<file path="src/rtl/life_grid_generation_step_defines.svh">
// assertion macros for the life grid generation step block
`ifndef LIFE_GRID_GENERATION_STEP_DEFINES_SVH
`define LIFE_GRID_GENERATION_STEP_DEFINES_SVH

`ifndef SYNTHESIS
`define LGS_ASSERT_SAME(label, ante, cons) \
  label: assert property (@(posedge clk) disable iff (!rst_n) (ante) |-> (cons)) \
    else $error("life grid assertion failed");
`define LGS_ASSERT_NEXT(label, ante, cons) \
  label: assert property (@(posedge clk) disable iff (!rst_n) (ante) |=> (cons)) \
    else $error("life grid assertion failed");
`else
`define LGS_ASSERT_SAME(label, ante, cons)
`define LGS_ASSERT_NEXT(label, ante, cons)
`endif

`endif

</file>
<file path="src/rtl/lgs_pkg.sv">
// shared types and constants for the life grid generation step block
package lgs_pkg;

  localparam int GRID_SIZE_DEF = 64;
  localparam int ROW_W = 6;
  localparam int COL_W = 6;
  localparam int NBR_W = 4;

  localparam logic [NBR_W-1:0] BIRTH_COUNT   = NBR_W'(3);
  localparam logic [NBR_W-1:0] SURVIVE_COUNT = NBR_W'(2);

  typedef enum logic [1:0] {
    CMD_CLEAR   = 2'd0,
    CMD_SET     = 2'd1,
    CMD_ADVANCE = 2'd2,
    CMD_READ    = 2'd3
  } cmd_t;

  typedef struct packed {
    logic clear;
    logic shift;
    logic load;
  } cell_ctl_t;

endpackage

</file>
<file path="src/rtl/lgs_row_cell.sv">
// one row of the grid ring, handed on to its neighbor on each shift
module lgs_row_cell #(
  parameter int GRID_SIZE = lgs_pkg::GRID_SIZE_DEF
) (
  input  logic                  clk,
  input  logic                  rst_n,
  input  lgs_pkg::cell_ctl_t    ctl,
  input  logic [GRID_SIZE-1:0]  shift_in,
  input  logic [GRID_SIZE-1:0]  load_row,
  output logic [GRID_SIZE-1:0]  row_out
);

  logic [GRID_SIZE-1:0] row_r;

  always_ff @(posedge clk) begin
    if (!rst_n || ctl.clear) begin
      row_r <= '0;
    end else if (ctl.load) begin
      row_r <= load_row;
    end else if (ctl.shift) begin
      row_r <= shift_in;
    end
  end

  assign row_out = row_r;

endmodule

</file>
<file path="config.mk">
export PLATFORM = sky130hd
export DESIGN_NAME = lgs_row_cell
export DESIGN_NICKNAME = d
export VERILOG_FILES = /design/src/rtl/life_grid_generation_step_defines.svh /design/src/rtl/lgs_pkg.sv /design/src/rtl/lgs_row_cell.sv
export SDC_FILE = /design/constraint.sdc
export NUM_CORES = 1
export LEC_CHECK = 0
export BUFFER_PORTS_ARGS = -buffer_cell sky130_fd_sc_hd__buf_2
export CORE_ASPECT_RATIO = 1.4
export CORE_MARGIN = 5
export CORE_UTILIZATION = 38
export DETAILED_ROUTE_END_ITERATION = 16
export PLACE_DENSITY = 0.84
export RECOVER_POWER = 50
export SKIP_LAST_GASP = 1
export SLEW_MARGIN = 5
export SYNTH_ARGS = -nofsm -noshare
export SYNTH_HDL_FRONTEND = slang
export SYNTH_SLANG_ARGS = --single-unit
</file>
<file path="constraint.sdc">
create_clock -name clk -period 0.9 [get_ports clk]
set_input_delay 0.18 -clock clk [delete_from_list [all_inputs] [get_ports clk]]
set_output_delay 0.18 -clock clk [all_outputs]
set_load 0.005 [all_outputs]
</file>
==> impl_metrics.ini <==
[critical_path]
worst-setup-path-type = register to output pin
path_max_fanout = 2
r2r_slack_ps = 50
cpPeakStageDelay_ps = 320
cp-start-kind = register
end_kind = output pin
timing.rr.start = row_out[25]
crit_start = row_out[42]
crit_required_ps = 720
crit_slowest_cell = dfxtp_2
cp_top_family = flip-flops
crit_path_cell_trace = buf_2
crit_arrival_ps = 770
path_buf_inv = 1

[final_layout]
nNetsFinal = 617
nFillCells = 657
final_area_um2 = 4608
diodes = 0
area_growth_syn_to_layout_pct = 50.57
largest_register_ffs = 64
fin_util_pct = 59.10
drive_gt1_share_pct = 60.57

[worst_hold_path]
min_from = load_row[15]
hold_path.class = primary input to register

[drt]
via_count = 2941
drt_iter0_drc = 105
wirelength_mm = 9.180
final_antenna_net_count = 0
wl_per_cell_um = 15.64
via_per_inst = 5.010
first_pass_iters = 4
drc = 0

[cts]
numCtsBuffers = 9
clk_pin_slew_ps = 70
htreeDepth = 3
cts.sinks = 64
clkLatencyLatePin_ps = 320
cts_root_buf = clkbuf_8
cts_tree = done
clockBufferDepth = 2
cts_hold_buffers = 0

[logic_synthesis]
netlist.area_leader.share_pct = 41.86
synth_cell_types = 12
synthesis.area_um2 = 3060
async_flop_share_pct = 0
synth_seq_area_share_pct = 41.86
synth_area_per_cell_um2 = 10.74
synthTopCellsByCount = dfxtp_1 (64), mux2i_1 (64), nor2b_1 (64)
synth_area_leaders = dfxtp_1 (42%), mux2i_1 (21%), a211oi_1 (14%), nor2b_1 (13%), buf_12 (3.9%)
yosys_register_bits = 64
ys_warn_count = 0
synth_cells = 285
synth_edf_count = 0
syn_nets = 418
ys.flop_type = dfxtp_1
synth_area_leader_cell = dfxtp_1

[die]
num_rows = 38
die_h_um = 116.2
num_io_pins = 197
start_util_pct = 39.25
die_area_um2 = 9974
die_w_um = 85.85
core-area_um2 = 7797

[pwr]
p_leak_nw = 2.236
irDropWorstVdd_uv = 783.6
p_per_area_nw_per_um2 = 1382

[global_route]
grt_usage_pct = 17.32
grt_overflow_total = 0
antenna_found_initial = 0
grt_max_degree = 36
grt_pass1_vias = 3045
grt_pass1_wl_mm = 13.93

[place]
dp_hpwl_mm = 6.693
dpl-instance-area_um2 = 4114
io_buffers = 196
gp_congestion = 0.7701

[sta]
fin_ws_ps = -50.27
layout_min_cycle_time_ps = 950.3
period_share_pct = 105.6
max_freq_ghz = 1.052
tightestPinTransition_ps = 243.4
fin_skew_ps = 0
setup_viol = 64
finalHoldViolCount = 0
relSlewSlack_pct = 83.68
rsz0062_at_grt = true
drv_slew = 0

[run_status]
status = complete, but fails checks
violations = setup timing

[job]
maxCapViolations = 0
-- cell usage in the layout, fill, tap and decap left out --
cell type and count:
buf_2 166, buf_6 29, dfxtp_1 3, dfxtp_2 61, clkbuf_8 10, a211oi_2 6
a211oi_1 58, clkinv_2 1, nand2b_2 1, mux2i_1 64, buf_4 12, inv_2 1
buf_12 8, clkbuf_1 3, nor2b_1 64
-- cell type report --
class | count | area (um^2) | area share, %
Sequential cell | 64 | 1358 | 29.46
Multi-Input combinational cell | 193 | 1560 | 33.86
Clock inverter | 1 | 5.005 | 0.1086
Clock buffer | 13 | 148.9 | 3.231
Tap cell | 100 | 125.1 | 2.715
Inverter | 1 | 3.754 | 0.08146
Timing Repair Buffer | 215 | 1408 | 30.55
-- metal layers --
metal  global-route usage, %  up-vias  part of all wire (%)
met5                       0        -                     0
met1                   19.39     1344                    38
li1                        -     1431                     -
met3                   4.587       22                   8.0
met4                   6.758        0                   2.1
met2                   31.17      144                    52
-- per-stage QoR --
stage,instances,setup slack (ps),setup TNS [ps],hold WS (ps),total power [mW]
finish,587,-50.27,-2553,134.3,6.369
floorplan,285,-43.18,-1295,369.1,3.707
detailed placement,562,-157.4,-5775,466.2,4.241
global route,587,-93.37,-5167,118.8,6.680
CTS,579,-77.80,-4360,110.5,6.352
global placement,562,-110.6,-3993,467.6,4.206
-- power by group --
| group | internal [mW] | switching, mW |
|---|---|---|
| combinational | 0.715 | 0.525 |
| sequential | 3.00 | 0.0896 |
| clock | 1.04 | 0.993 |
| total | 4.76 | 1.61 |
-- worst reg2reg max path: cells and delay by family (launching register included) --
| family | cells | cell delay [ps] |
|---|---|---|
| compound gates | 1 | 270 |
| buf+inv | 1 | 100 |
| flops | 1 | 330 |
| mux | 1 | 60 |
-- what timing repair did --
action	4_1_cts	5_1_grt
setup endpoints to repair	64	65
resized for setup	71	22
setup buffers	3	8
pin swaps	0	1
-- logic make-up after synthesis --
logic type / after synthesis / share of synthesized area [%]
flip-flops: 64 / 41.86
AND/OR/NAND/NOR: 65 / 13.29
multiplexers: 64 / 20.93
buffers and inverters: 28 / 7.236
AO/OA/AOI/OAI: 64 / 16.68
-- final timing paths --
check / endpoint / cells past startpoint
min: row_out[15] / 3
max: row_out[42] / 1
max reg2reg: row_out[25] / 3
min reg2reg: row_out[8] / 2
Power figures use the tool's default switching activity.
