===== config.mk =====
export PLATFORM = sky130hd
export DESIGN_NAME = lgs_next_row
export DESIGN_NICKNAME = d
export VERILOG_FILES = /design/src/rtl/life_grid_generation_step_defines.svh /design/src/rtl/lgs_pkg.sv /design/src/rtl/lgs_next_row.sv
export SDC_FILE = /design/constraint.sdc
export NUM_CORES = 1
export LEC_CHECK = 0
export BUFFER_PORTS_ARGS = -buffer_cell sky130_fd_sc_hd__buf_2
export CORE_UTILIZATION = 52
export DETAILED_ROUTE_END_ITERATION = 10
export MAX_ROUTING_LAYER = met4
export PLACE_DENSITY = 0.85
export SKIP_LAST_GASP = 1
export SYNTH_ARGS = -nofsm -noshare
export SYNTH_HDL_FRONTEND = slang
export SYNTH_SLANG_ARGS = --single-unit

===== constraint.sdc =====
create_clock -name vclk -period 4.2
set_clock_uncertainty 0.2 [all_clocks]
set_input_delay 0.84 -clock vclk [all_inputs]
set_output_delay 0.84 -clock vclk [all_outputs]
set_load 0.1 [all_outputs]

===== src/rtl/life_grid_generation_step_defines.svh =====
// assertion macros for the life grid generation step block
`ifndef LIFE_GRID_GENERATION_STEP_DEFINES_SVH
`define LIFE_GRID_GENERATION_STEP_DEFINES_SVH

`ifndef SYNTHESIS
`define LGS_ASSERT_SAME(label, ante, cons) \
  label: assert property (@(posedge clk) disable iff (!rst_n) (ante) |-> (cons)) \
    else $error("life grid assertion failed");
`define LGS_ASSERT_NEXT(label, ante, cons) \
  label: assert property (@(posedge clk) disable iff (!rst_n) (ante) |=> (cons)) \
    else $error("life grid assertion failed");
`else
`define LGS_ASSERT_SAME(label, ante, cons)
`define LGS_ASSERT_NEXT(label, ante, cons)
`endif

`endif


===== src/rtl/lgs_pkg.sv =====
// shared types and constants for the life grid generation step block
package lgs_pkg;

  localparam int GRID_SIZE_DEF = 64;
  localparam int ROW_W = 6;
  localparam int COL_W = 6;
  localparam int NBR_W = 4;

  localparam logic [NBR_W-1:0] BIRTH_COUNT   = NBR_W'(3);
  localparam logic [NBR_W-1:0] SURVIVE_COUNT = NBR_W'(2);

  typedef enum logic [1:0] {
    CMD_CLEAR   = 2'd0,
    CMD_SET     = 2'd1,
    CMD_ADVANCE = 2'd2,
    CMD_READ    = 2'd3
  } cmd_t;

  typedef struct packed {
    logic clear;
    logic shift;
    logic load;
  } cell_ctl_t;

endpackage


===== src/rtl/lgs_next_row.sv =====
// b3/s23 rule for one row from the old rows above, at and below it
module lgs_next_row #(
  parameter int GRID_SIZE = lgs_pkg::GRID_SIZE_DEF
) (
  input  logic [GRID_SIZE-1:0] above,
  input  logic [GRID_SIZE-1:0] mid,
  input  logic [GRID_SIZE-1:0] below,
  output logic [GRID_SIZE-1:0] next_row
);

  localparam int NW = lgs_pkg::NBR_W;

  logic [GRID_SIZE+1:0] above_p;
  logic [GRID_SIZE+1:0] mid_p;
  logic [GRID_SIZE+1:0] below_p;
  logic [NW-1:0]        nbr_cnt [GRID_SIZE];

  // dead cells beyond both edges
  assign above_p = {1'b0, above, 1'b0};
  assign mid_p   = {1'b0, mid, 1'b0};
  assign below_p = {1'b0, below, 1'b0};

  for (genvar c = 0; c < GRID_SIZE; c++) begin : g_col
    assign nbr_cnt[c] = NW'(above_p[c]) + NW'(above_p[c+1]) + NW'(above_p[c+2])
                      + NW'(mid_p[c]) + NW'(mid_p[c+2])
                      + NW'(below_p[c]) + NW'(below_p[c+1]) + NW'(below_p[c+2]);
    assign next_row[c] = (nbr_cnt[c] == lgs_pkg::BIRTH_COUNT)
                      || ((nbr_cnt[c] == lgs_pkg::SURVIVE_COUNT) && mid[c]);
  end

endmodule


==> results.md, run 1 <==
- Total Routing Usage GR: 45.4%
- Post-CTS Hold Fix Bufs: 0
- Status: aborted with a tool error
- Number of synthesis warnings: 0
- Routability congestion estimate: roughly 0.88
- Placed inst area: around 0.016 mm^2
- Die H: 146 um
- Synth cell count leaders: inv_1, fa_1, ha_1, a21oi_1
- Most frequent cell after synthesis: inv_1
- Syn nets: ~1800
- Die extent in x: 146 um
- Failed at: 5_1_grt
- Tool error: [ERROR GRT-0116] Global routing finished with congestion. Check the congestion regions in the DRC Viewer.
- Grt ovf: 14
- Placed Cells: approximately 1900
- Hpwl dp: 29100 um
- Mapped Area: between 0.01 and 0.015 mm^2
- Syn Inst Count: 1197
- Row cnt: 52
- Count of cell types in the netlist: 14
- Starting Density: between 50 and 60%
- Post-synthesis sequential area ratio: 0%
- Vias in the first global route: 14100
- Number of placed I/O pins: 256
- First-pass GRT wire length: between 70000 and 80000 um
- Yosys top cell by area: fa_1
- Top area cells in the synthesized netlist: fa_1, ha_1, inv_1, a21oi_1, nand3_1
- Port bufs: 256
- Syn Area/Cell: 8.95 um^2
- Pin count of the biggest net entering global routing: 4
- Synth top area share: 47.1%
kinds of logic after synthesis:
family / count (synthesis) / share of synthesized area, %
fa+ha+maj: 440 / 69.1
compound gates: 184 / 8.61
simple gates: 131 / 6.83
buf+inv: 442 / 15.5
timing repair:
item / 4_1_cts
setup buffers: 23
pin swaps: 221
setup endpoints to repair: 62
endpoints found under the hold margin: 0
gates resized for setup: 303
stage by stage:
step	setup TNS (ns)	worst slack, ns
3_3_place_gp	-30.90	-0.550
3_5_place_dp	-36.12	-0.687
4_1_cts	-32.39	-0.582
2_1_floorplan	-34.92	-0.591
metal layers:
metal | overflow | GRT usage, %
met1 | 0 | 40.5
met2 | 8 | 75.1
met3 | 0 | 15.2
met4 | 6 | 43.4
met5 | - | -
==> inputs of run 2 (changes only) <==
CORE_UTILIZATION = 40   (was 52)
MAX_ROUTING_LAYER = not set   (was met4)
PLACE_DENSITY = not set   (was 0.85)
PLACE_DENSITY_LB_ADDON = 0.15   (was not set)
clock period = 5.46 ns   (was 4.2 ns; I/O delays follow)
==> run 2 against run 1 <==
- the flow now finishes, with violations (design-rule violations)
- synthesized cell count did not move
- area after synthesis stayed put
==> results.md, run 2 <==
- DRT iter0 DRCs: 209
- Syn nets: 1829 (unchanged)
- Filler cells: ~2400
- Final Max Tran Viols: 0
- Critical Path Sink Type: primary output
- Endpoints failing hold: 0
- Worst Path Buf+Inv: 4
- Critical path, cell by cell: buf_2, inv_1, fa_1, fa_1, fa_1, inv_1, ha_1, fa_1, or2_0, a21oi_4, buf_12
- # clk buffers: 0
- Worst-Margin Slew: slightly below 0.5 ns
- Full die area: ~0.027 mm^2
- Via count: 8137
- Period minus WS final: approximately 5.3 ns
- Placed inst area: 0.0140 mm^2 (-12%)
- Crit-path leading delay family: adder cells
- Vias in the first global route: 8918
- Syn Inst Count: 1197 (unchanged)
- Post-route insts no fill: 1790
- Top fanout value on the critical path: 2
- Port bufs: 256 (unchanged)
- Placed Cells: 1788 (-7.6%)
- Number of placed I/O pins: 256 (unchanged)
- Mapped Area: 0.0107 mm^2 (unchanged)
- Post-DR vias/cell: 4.55
- Pwr dens: 329 mW/mm^2
- Residual DRC count: 36
- Hold slack: 2.50 ns
- First-pass GRT wire length: roughly 39000 um
- Die H: 166 um (+14%)
- Commonest non-fill, non-tap cell in the layout: inv_1
- Final net count: 2087
- Seq cells: 0
- Peak Freq: 0.187 GHz
- Failing checks: design-rule violations
- Most frequent cell after synthesis: inv_1
- Final TNS setup: 0 ns
- Row cnt: 59 (+13%)
- Synth-to-layout area growth: 31.0%
- CP max stage delay: between 0.5 and 0.6 ns
- Setup Buffers After CTS: 0 (-100%)
- Top cell by count, worst path: fa_1
- Core ar.: 0.0261 mm^2
- # setup viols final: 0
- Dpl ws: 0.0959 ns (+0.783 ns)
- Routability congestion estimate: 0.819 (-7.4%)
- Fin crit share: 97.7%
- RSZ-0062 raised after global routing: yes
- Synth cell count leaders: inv_1, fa_1, ha_1, a21oi_1
- Data arrival, critical path: 4.04 ns
- Top area cells in the synthesized netlist: fa_1, ha_1, inv_1, a21oi_1, nand3_1
- Commonest non-fill, non-tap cells in the layout: inv_1, fa_1, buf_2, ha_1
- Utilization after layout: 53.7%
- Status: finished with violations
- Post-route setup slack: 0.125 ns
- Seq. cell area: 0 um^2
- Share of cells above drive strength 1: roughly 22%
- Total Routing Usage GR: 16.6%
- Slowest cell on crit path: fa_1
- Count of cell types in the netlist: 14 (unchanged)
- WL/cell: 11.9 um
- Post-synthesis sequential area ratio: 0% (unchanged)
- Post_cts resized: 0 (-100%)
- Starting Density: 41.0% (-12 points)
- Rel. slew slack: about two thirds
- Total power: 4.61 mW
- Critical path startpoint category: input port
- Pin count of the biggest net entering global routing: 4
- Yosys top cell by area: fa_1
- Number of synthesis warnings: 0 (unchanged)
- Maximum vdd drop: about 0.23 mV
- Initial antenna violation count: 6
- HP Class: input port to primary output
- Cell area after layout: 0.0140 mm^2
- Grt ovf: 0
- WP data required: 4.17 ns
- Antenna-violating nets left: 0
- Max-cap viol count: 0
- Synth top area share: 47.1% (unchanged)
- Crit path kind: input port to primary output
- Hpwl dp: 21000 um (-28%)
- Die extent in x: 166 um (+14%)
- DRT Pass-1 Iters: 7
- Total Routed Length: 21300 um
- Leak: between 7 and 8 nW
- Syn Area/Cell: 8.95 um^2 (unchanged)
- Post-CTS Hold Fix Bufs: 0 (unchanged)
[run 2: kinds of logic after synthesis]
| logic type | synth area share [%] |
|---|---|
| AO/OA/AOI/OAI | 8.61 |
| adder cells (fa/ha/maj) | 69.1 |
| buffers and inverters | 15.5 |
| AND/OR/NAND/NOR | 6.83 |
[run 2: path summary, 6_finish.rpt]
kind / from / slack (ns) / cells after the start / to
worst max-delay path: above[58] / 0.12 / 11 / next_row[59]
worst min-delay path: mid[39] / 2.50 / 4 / next_row[39]
[run 2: metal layers]
metal	global-route usage, %	share of wire (%)	vias up
li1	-	-	4108
met1	21.9	44	3860
met2	29.6	49	153
met3	3.32	6.8	10
met4	0.447	0.29	6
met5	0	0.18	-
[run 2: final cells by class]
type | instances | area, um^2 | share of cell area [%]
multi-input cells | 755 | 9750 | 69.5
diodes | 2 | 5.00 | 0.0357
repair buffers | 256 | 2200 | 15.7
well taps | 335 | 419 | 2.99
inverters | 442 | 1660 | 11.8
[run 2: where the power goes]
group	switching [mW]	leakage, nW	internal (mW)
sequential	0	0	0
combinational	2.90	7.52	1.71
clock	0	0.0000127	0.0000000490
total	2.90	7.52	1.71
(Power assumes the default switching activity.)
==> inputs of run 3 (changes only) <==
CORE_ASPECT_RATIO = 1.5   (was not set)
REMOVE_ABC_BUFFERS = 1   (was not set)
==> run 3 against run 2 <==
- the flow now finishes without violations
- critical path depth unchanged
- sequential share of layout area unchanged
- highest routed layer unchanged
- sequential cell count unchanged
==> results.md, run 3 (synthesis gave the netlist of run 2 again) <==
- Seq. cell area: 0 um^2 (unchanged)
- HP Class: input port to primary output
- Post-route setup slack: 0.102 ns (-0.0227 ns)
- Post-DR vias/cell: 4.53 (-0.27%)
- Routability congestion estimate: 0.821 (+0.24%)
- Combinational share of power: 100.0% (about the same)
- DRT iter0 DRCs: 105 (-50%)
- Crit-path leading delay family: adder cells
- Pin count of the biggest net entering global routing: 4 (unchanged)
- GRT busiest layer: met2
- GR Layer Usage met3: 2.68% (-0.64 points)
- Synth-to-layout area growth: 26.1%
- Core ar.: 0.0264 mm^2 (+1.0%)
- CP max stage delay: 0.56 ns (-0.02 ns)
- WP data required: 4.17 ns (about the same)
- DRT Pass-1 Iters: 4 (-3)
- Critical Path Sink Type: primary output
- Setup Buffers After CTS: 0 (unchanged)
- Critical path startpoint category: input port
- Rel. slew slack: 67.7% (+0.075 points)
- Top fanout value on the critical path: 2 (unchanged)
- Max-cap viol count: 0 (unchanged)
- Sw power: 2.72 mW (-6.2%)
- Fin crit share: 98.1% (+0.42 points)
- Grt ovf: 0 (unchanged)
- Hold slack: 2.46 ns (-0.0392 ns)
- Total Routing Usage GR: 17.1% (+0.50 points)
- Via count: 8138 (+0.012%)
- Crit path kind: input port to primary output
- Slowest cell on crit path: fa_1
- Number of placed I/O pins: 256 (unchanged)
- RSZ-0062 raised after global routing: yes
- Final Max Tran Viols: 0 (unchanged)
- Endpoints failing hold: 0 (unchanged)
- P_int: 1.60 mW (-6.3%)
- Maximum vdd drop: 0.226 mV (-3.6%)
- # setup viols final: 0 (unchanged)
- Initial antenna violation count: 6 (unchanged)
- Total power: 4.32 mW (-6.3%)
- Commonest non-fill, non-tap cell in the layout: inv_1
- Final net count: 2088 (+0.048%)
- WL/cell: 12.3 um (+3.1%)
- Total Routed Length: 22000 um (+3.4%)
- Full die area: 0.0274 mm^2 (about the same)
- Utilization after layout: 51.2% (-2.5 points)
- Share of cells above drive strength 1: 20.6% (-1.5 points)
- Hpwl dp: 21600 um (+2.7%)
- Commonest non-fill, non-tap cells in the layout: inv_1, fa_1, buf_2, ha_1, a21oi_1
- Dpl ws: 0.0345 ns (-0.0615 ns)
- Leak: 7.45 nW (-0.93%)
- Starting Density: 40.6% (-0.41 points)
- Row cnt: 73 (+24%)
- Status: complete, no violations
- Post-CTS Hold Fix Bufs: 0 (unchanged)
- Die H: 202 um (+22%)
- # clk buffers: 0 (unchanged)
- Top cell by count, worst path: fa_1
- Clock power share: 0% (unchanged)
- Port bufs: 256 (unchanged)
- Peak Freq: 0.187 GHz (-0.42%)
- Antenna-violating nets left: 0 (unchanged)
- Critical path, cell by cell: buf_2, inv_1, fa_1, fa_1, fa_1, inv_1, ha_1, fa_1, or2_0, a21oi_2, buf_12
- Pwr dens: 320 mW/mm^2 (-2.6%)
- Reg power frac: 0% (unchanged)
- First-pass GRT wire length: 38700 um (-0.87%)
- Placed Cells: 1791 (+0.17%)
- Data arrival, critical path: 4.07 ns (+0.03 ns)
- M2 GR Usage: 34.4% (+4.8 points)
- Seq cells: 0 (unchanged)
- Worst Path Buf+Inv: 4 (unchanged)
- GR Util met1: 19.0% (-2.9 points)
- Period minus WS final: 5.36 ns (+0.0227 ns)
- Die extent in x: 136 um (-18%)
- Post_cts resized: 0 (unchanged)
- Vias in the first global route: 8973 (+0.62%)
- Residual DRC count: 0 (-100%)
- Net Sw Frac: 62.9% (about the same)
- Post-route insts no fill: 1795 (+0.28%)
- Worst-Margin Slew: 0.487 ns (-0.00114 ns)
## run 3: cell count changes in the layout (fill, tap and decap cells not counted), sizes merged
cell,previous run,this run
diode,2,4
buf,256,257
## run 3: power groups by stage
stage	logic, mW	registers (mW)	clock network (mW)
2_1_floorplan	2.92	0	0
3_3_place_gp	4.20	0	0
3_5_place_dp	4.28	0	0
4_1_cts	4.30	0	0
5_1_grt	4.79	0	0.0000000735
6_report	4.32	0	0.0000000980
## run 3: final cells by class
cell class / instances / area [um^2]
Fill cell: 2507 / 12900
Multi-Input combinational cell: 755 / 9210
Timing Repair Buffer: 257 / 2200
Inverter: 442 / 1660
Tap cell: 337 / 422
Antenna cell: 4 / 10.0
## run 3: stage by stage
step,cell area (um^2),TNS [ns]
after CTS,13300,0
final,13500,0
after global routing,13500,-0.0132
after floorplan,10700,-45.16
after detailed placement,13300,0
after global placement,13300,0
## run 3: worst min-delay path, stage by stage
cell and delay, ns:
buf_2 0.10, o21ai_0 0.14, a21oi_1 0.07, buf_12 0.17
## run 3: path summary, 6_finish.rpt
check             startpoint           end  slack [ns]  depth (start not counted)
setup / recovery   above[58]  next_row[59]        0.10                         11
hold / removal       mid[16]  next_row[16]        2.46                          4
## run 3: routing by layer
metal  up-vias  part of all wire [%]
met2       157                    56
li1       4114                     -
met1      3849                    37
met5         -                  0.10
met3        14                   5.8
met4         4                  0.69
==> inputs of run 4 (changes only) <==
ABC_AREA = 1   (was not set)
==> run 4 against run 3 <==
- power is 11% higher
- cell area is 5.5% higher
- sequential share of layout area stayed put
- hold slack better by 0.085 ns
- maximum frequency is 0.19% higher
- setup slack better by 0.010 ns
- routed wire length is 6.6% higher
- first-iteration DRC count is 85% higher
- largest power group unchanged
- combinational power is 11% higher
- final cell count is 15% higher
- global-route usage is 0.13 points lower
- clock-buffer cell count stayed put
==> results.md, run 4 <==
- WP data required: 4.17 ns (about the same)
- Final Max Tran Viols: 0 (unchanged)
- Residual DRC count: 0 (unchanged)
- WL/cell: 11.4 um (-7.2%)
- Via count: 9123 (+12%)
- Top area cells in the synthesized netlist: fa_1, ha_1, inv_1, nand2_1, nand3_1
- Peak Freq: 0.187 GHz (+0.19%)
- Antenna-violating nets left: 0 (unchanged)
- Fin crit share: 97.9% (-0.19 points)
- HP Class: input port to primary output
- Port bufs: 256 (unchanged)
- Combinational share of power: 100.0% (about the same)
- DRT Pass-1 Iters: 4 (unchanged)
- # clk buffers: 0 (unchanged)
- Status: complete, no violations
- Most frequent cell after synthesis: inv_1
- Number of synthesis warnings: 0 (unchanged)
- Final net count: 2349 (+13%)
- Leak: 8.48 nW (+14%)
- Grt ovf: 0 (unchanged)
- Seq. cell area: 0 um^2 (unchanged)
- Total power: 4.81 mW (+11%)
- Starting Density: 40.8% (+0.19 points)
- Full die area: 0.0292 mm^2 (+6.4%)
- Utilization after layout: 50.9% (-0.21 points)
- Die H: 209 um (+3.1%)
- Syn Area/Cell: 7.90 um^2 (-12%)
- Row cnt: 75 (+2.7%)
- Synth cell count leaders: inv_1, fa_1, ha_1, nand2_1, nand3_1
- Vias in the first global route: 9849 (+9.8%)
- Sw power: 3.04 mW (+12%)
- Syn Inst Count: 1443 (+21%)
- # setup viols final: 0 (unchanged)
- Mapped Area: 0.0114 mm^2 (+6.4%)
- Period minus WS final: 5.35 ns (-0.0102 ns)
- Seq cells: 0 (unchanged)
- Maximum vdd drop: 0.266 mV (+18%)
- Total Routing Usage GR: 17.0% (-0.13 points)
- First-pass GRT wire length: 41600 um (+7.6%)
- Worst-Margin Slew: 0.490 ns (+0.00260 ns)
- Yosys top cell by area: fa_1
- Routability congestion estimate: 0.791 (-3.7%)
- RSZ-0062 raised after global routing: yes
- Min-Delay Endpoint: next_row[2]
- Commonest non-fill, non-tap cells in the layout: inv_1, fa_1, buf_2, ha_1, nand2_1
- Commonest non-fill, non-tap cell in the layout: inv_1
- Hold path startpoint: mid[2]
- Post-DR vias/cell: 4.42 (-2.5%)
- Top fanout value on the critical path: 2 (unchanged)
- Pwr dens: 338 mW/mm^2 (+5.5%)
- Post-synthesis sequential area ratio: 0% (unchanged)
- DRT iter0 DRCs: 194 (+85%)
- Net Sw Frac: 63.1% (+0.15 points)
- Crit path kind: input port to primary output
- Die extent in x: 140 um (+3.1%)
- P_int: 1.78 mW (+11%)
- Data arrival, critical path: 4.06 ns (about the same)
- Share of cells above drive strength 1: 17.0% (-3.6 points)
- Hpwl dp: 23100 um (+7.1%)
- Synth-to-layout area growth: 25.0%
- Setup Buffers After CTS: 0 (unchanged)
- Rel. slew slack: 67.6% (-0.17 points)
- Core ar.: 0.0280 mm^2 (+5.9%)
- Number of placed I/O pins: 256 (unchanged)
- Total Routed Length: 23500 um (+6.6%)
- Count of cell types in the netlist: 10 (-4)
- Critical path startpoint category: input port
- Reg power frac: 0% (unchanged)
- Hold path depth: 6 (+2)
- Endpoints failing hold: 0 (unchanged)
- Pin count of the biggest net entering global routing: 4 (unchanged)
- Initial antenna violation count: 7 (+1)
- Synth top area share: 44.3% (-2.8 points)
- Critical Path Sink Type: primary output
- Clock power share: 0% (unchanged)
- Max-cap viol count: 0 (unchanged)
[run 4: layer usage]
metal	GRT usage (%)	up-vias	share of wire, %
li1	-	4634	-
met1	18.5	4292	38
met2	34.3	173	55
met3	3.48	16	6.1
met4	0.947	8	0.54
met5	0	-	0.18
[run 4: how the worst max path moves through the flow]
stage,cells past startpoint,to,start,slack (ns)
after floorplan,9,next_row[17],above[16],-0.67
after global placement,12,next_row[29],above[28],0.03
after detailed placement,12,next_row[29],above[28],0.03
after CTS,12,next_row[29],above[28],0.009
after global routing,12,next_row[29],above[29],-0.03
final,11,next_row[38],above[37],0.11
[run 4: cell type report]
type,instances,area [um^2]
inverter,625,2350
timing repair buffer,272,2330
fill,2810,13700
multi-input combinational,818,9130
tap,346,433
antenna,2,5.00
[run 4: timing repair]
item	4_1_cts	5_1_grt
hold buffers	0	0
endpoints found under the setup margin	0	13
gates resized for setup	0	27
[run 4: logic make-up (layout without fill, tap and decap cells)]
kind of cell	Yosys count	count (layout)	share of synthesized area (%)
other	0	2	0
adders and majority gates	440	440	64.9
and+or+nand+nor	314	314	11.7
buffers and inverters	625	897	20.6
AOI/OAI and AO/OA	64	64	2.83
[run 4: worst max-delay path, cell delays in order]
cell and delay [ns]:
buf_2 0.10, inv_1 0.08, fa_1 0.56, fa_1 0.44, fa_1 0.49, inv_1 0.04
ha_1 0.20, fa_1 0.49, nand3_1 0.07, a21oi_1 0.27, buf_12 0.22
[run 4: metrics by stage]
step	area (um^2)	TNS (ns)	hold slack [ns]	worst slack, ns	cells
floorplan	11400	-40.82	2.46	-0.667	1443
global placement	14100	0	2.55	0.0347	2061
detailed placement	14100	0	2.56	0.0270	2061
CTS	14100	0	2.56	0.00925	2061
global route	14200	-0.0514	2.58	-0.0271	2063
finish	14200	0	2.54	0.112	2063
[run 4: power by group through the flow]
stage	registers (mW)	clock network [mW]	logic (mW)
after detailed placement	0	0	4.83
after floorplan	0	0	3.30
after CTS	0	0	4.85
final	0	0.0000000490	4.81
after global placement	0	0	4.72
after global routing	0	0.0000000490	5.31
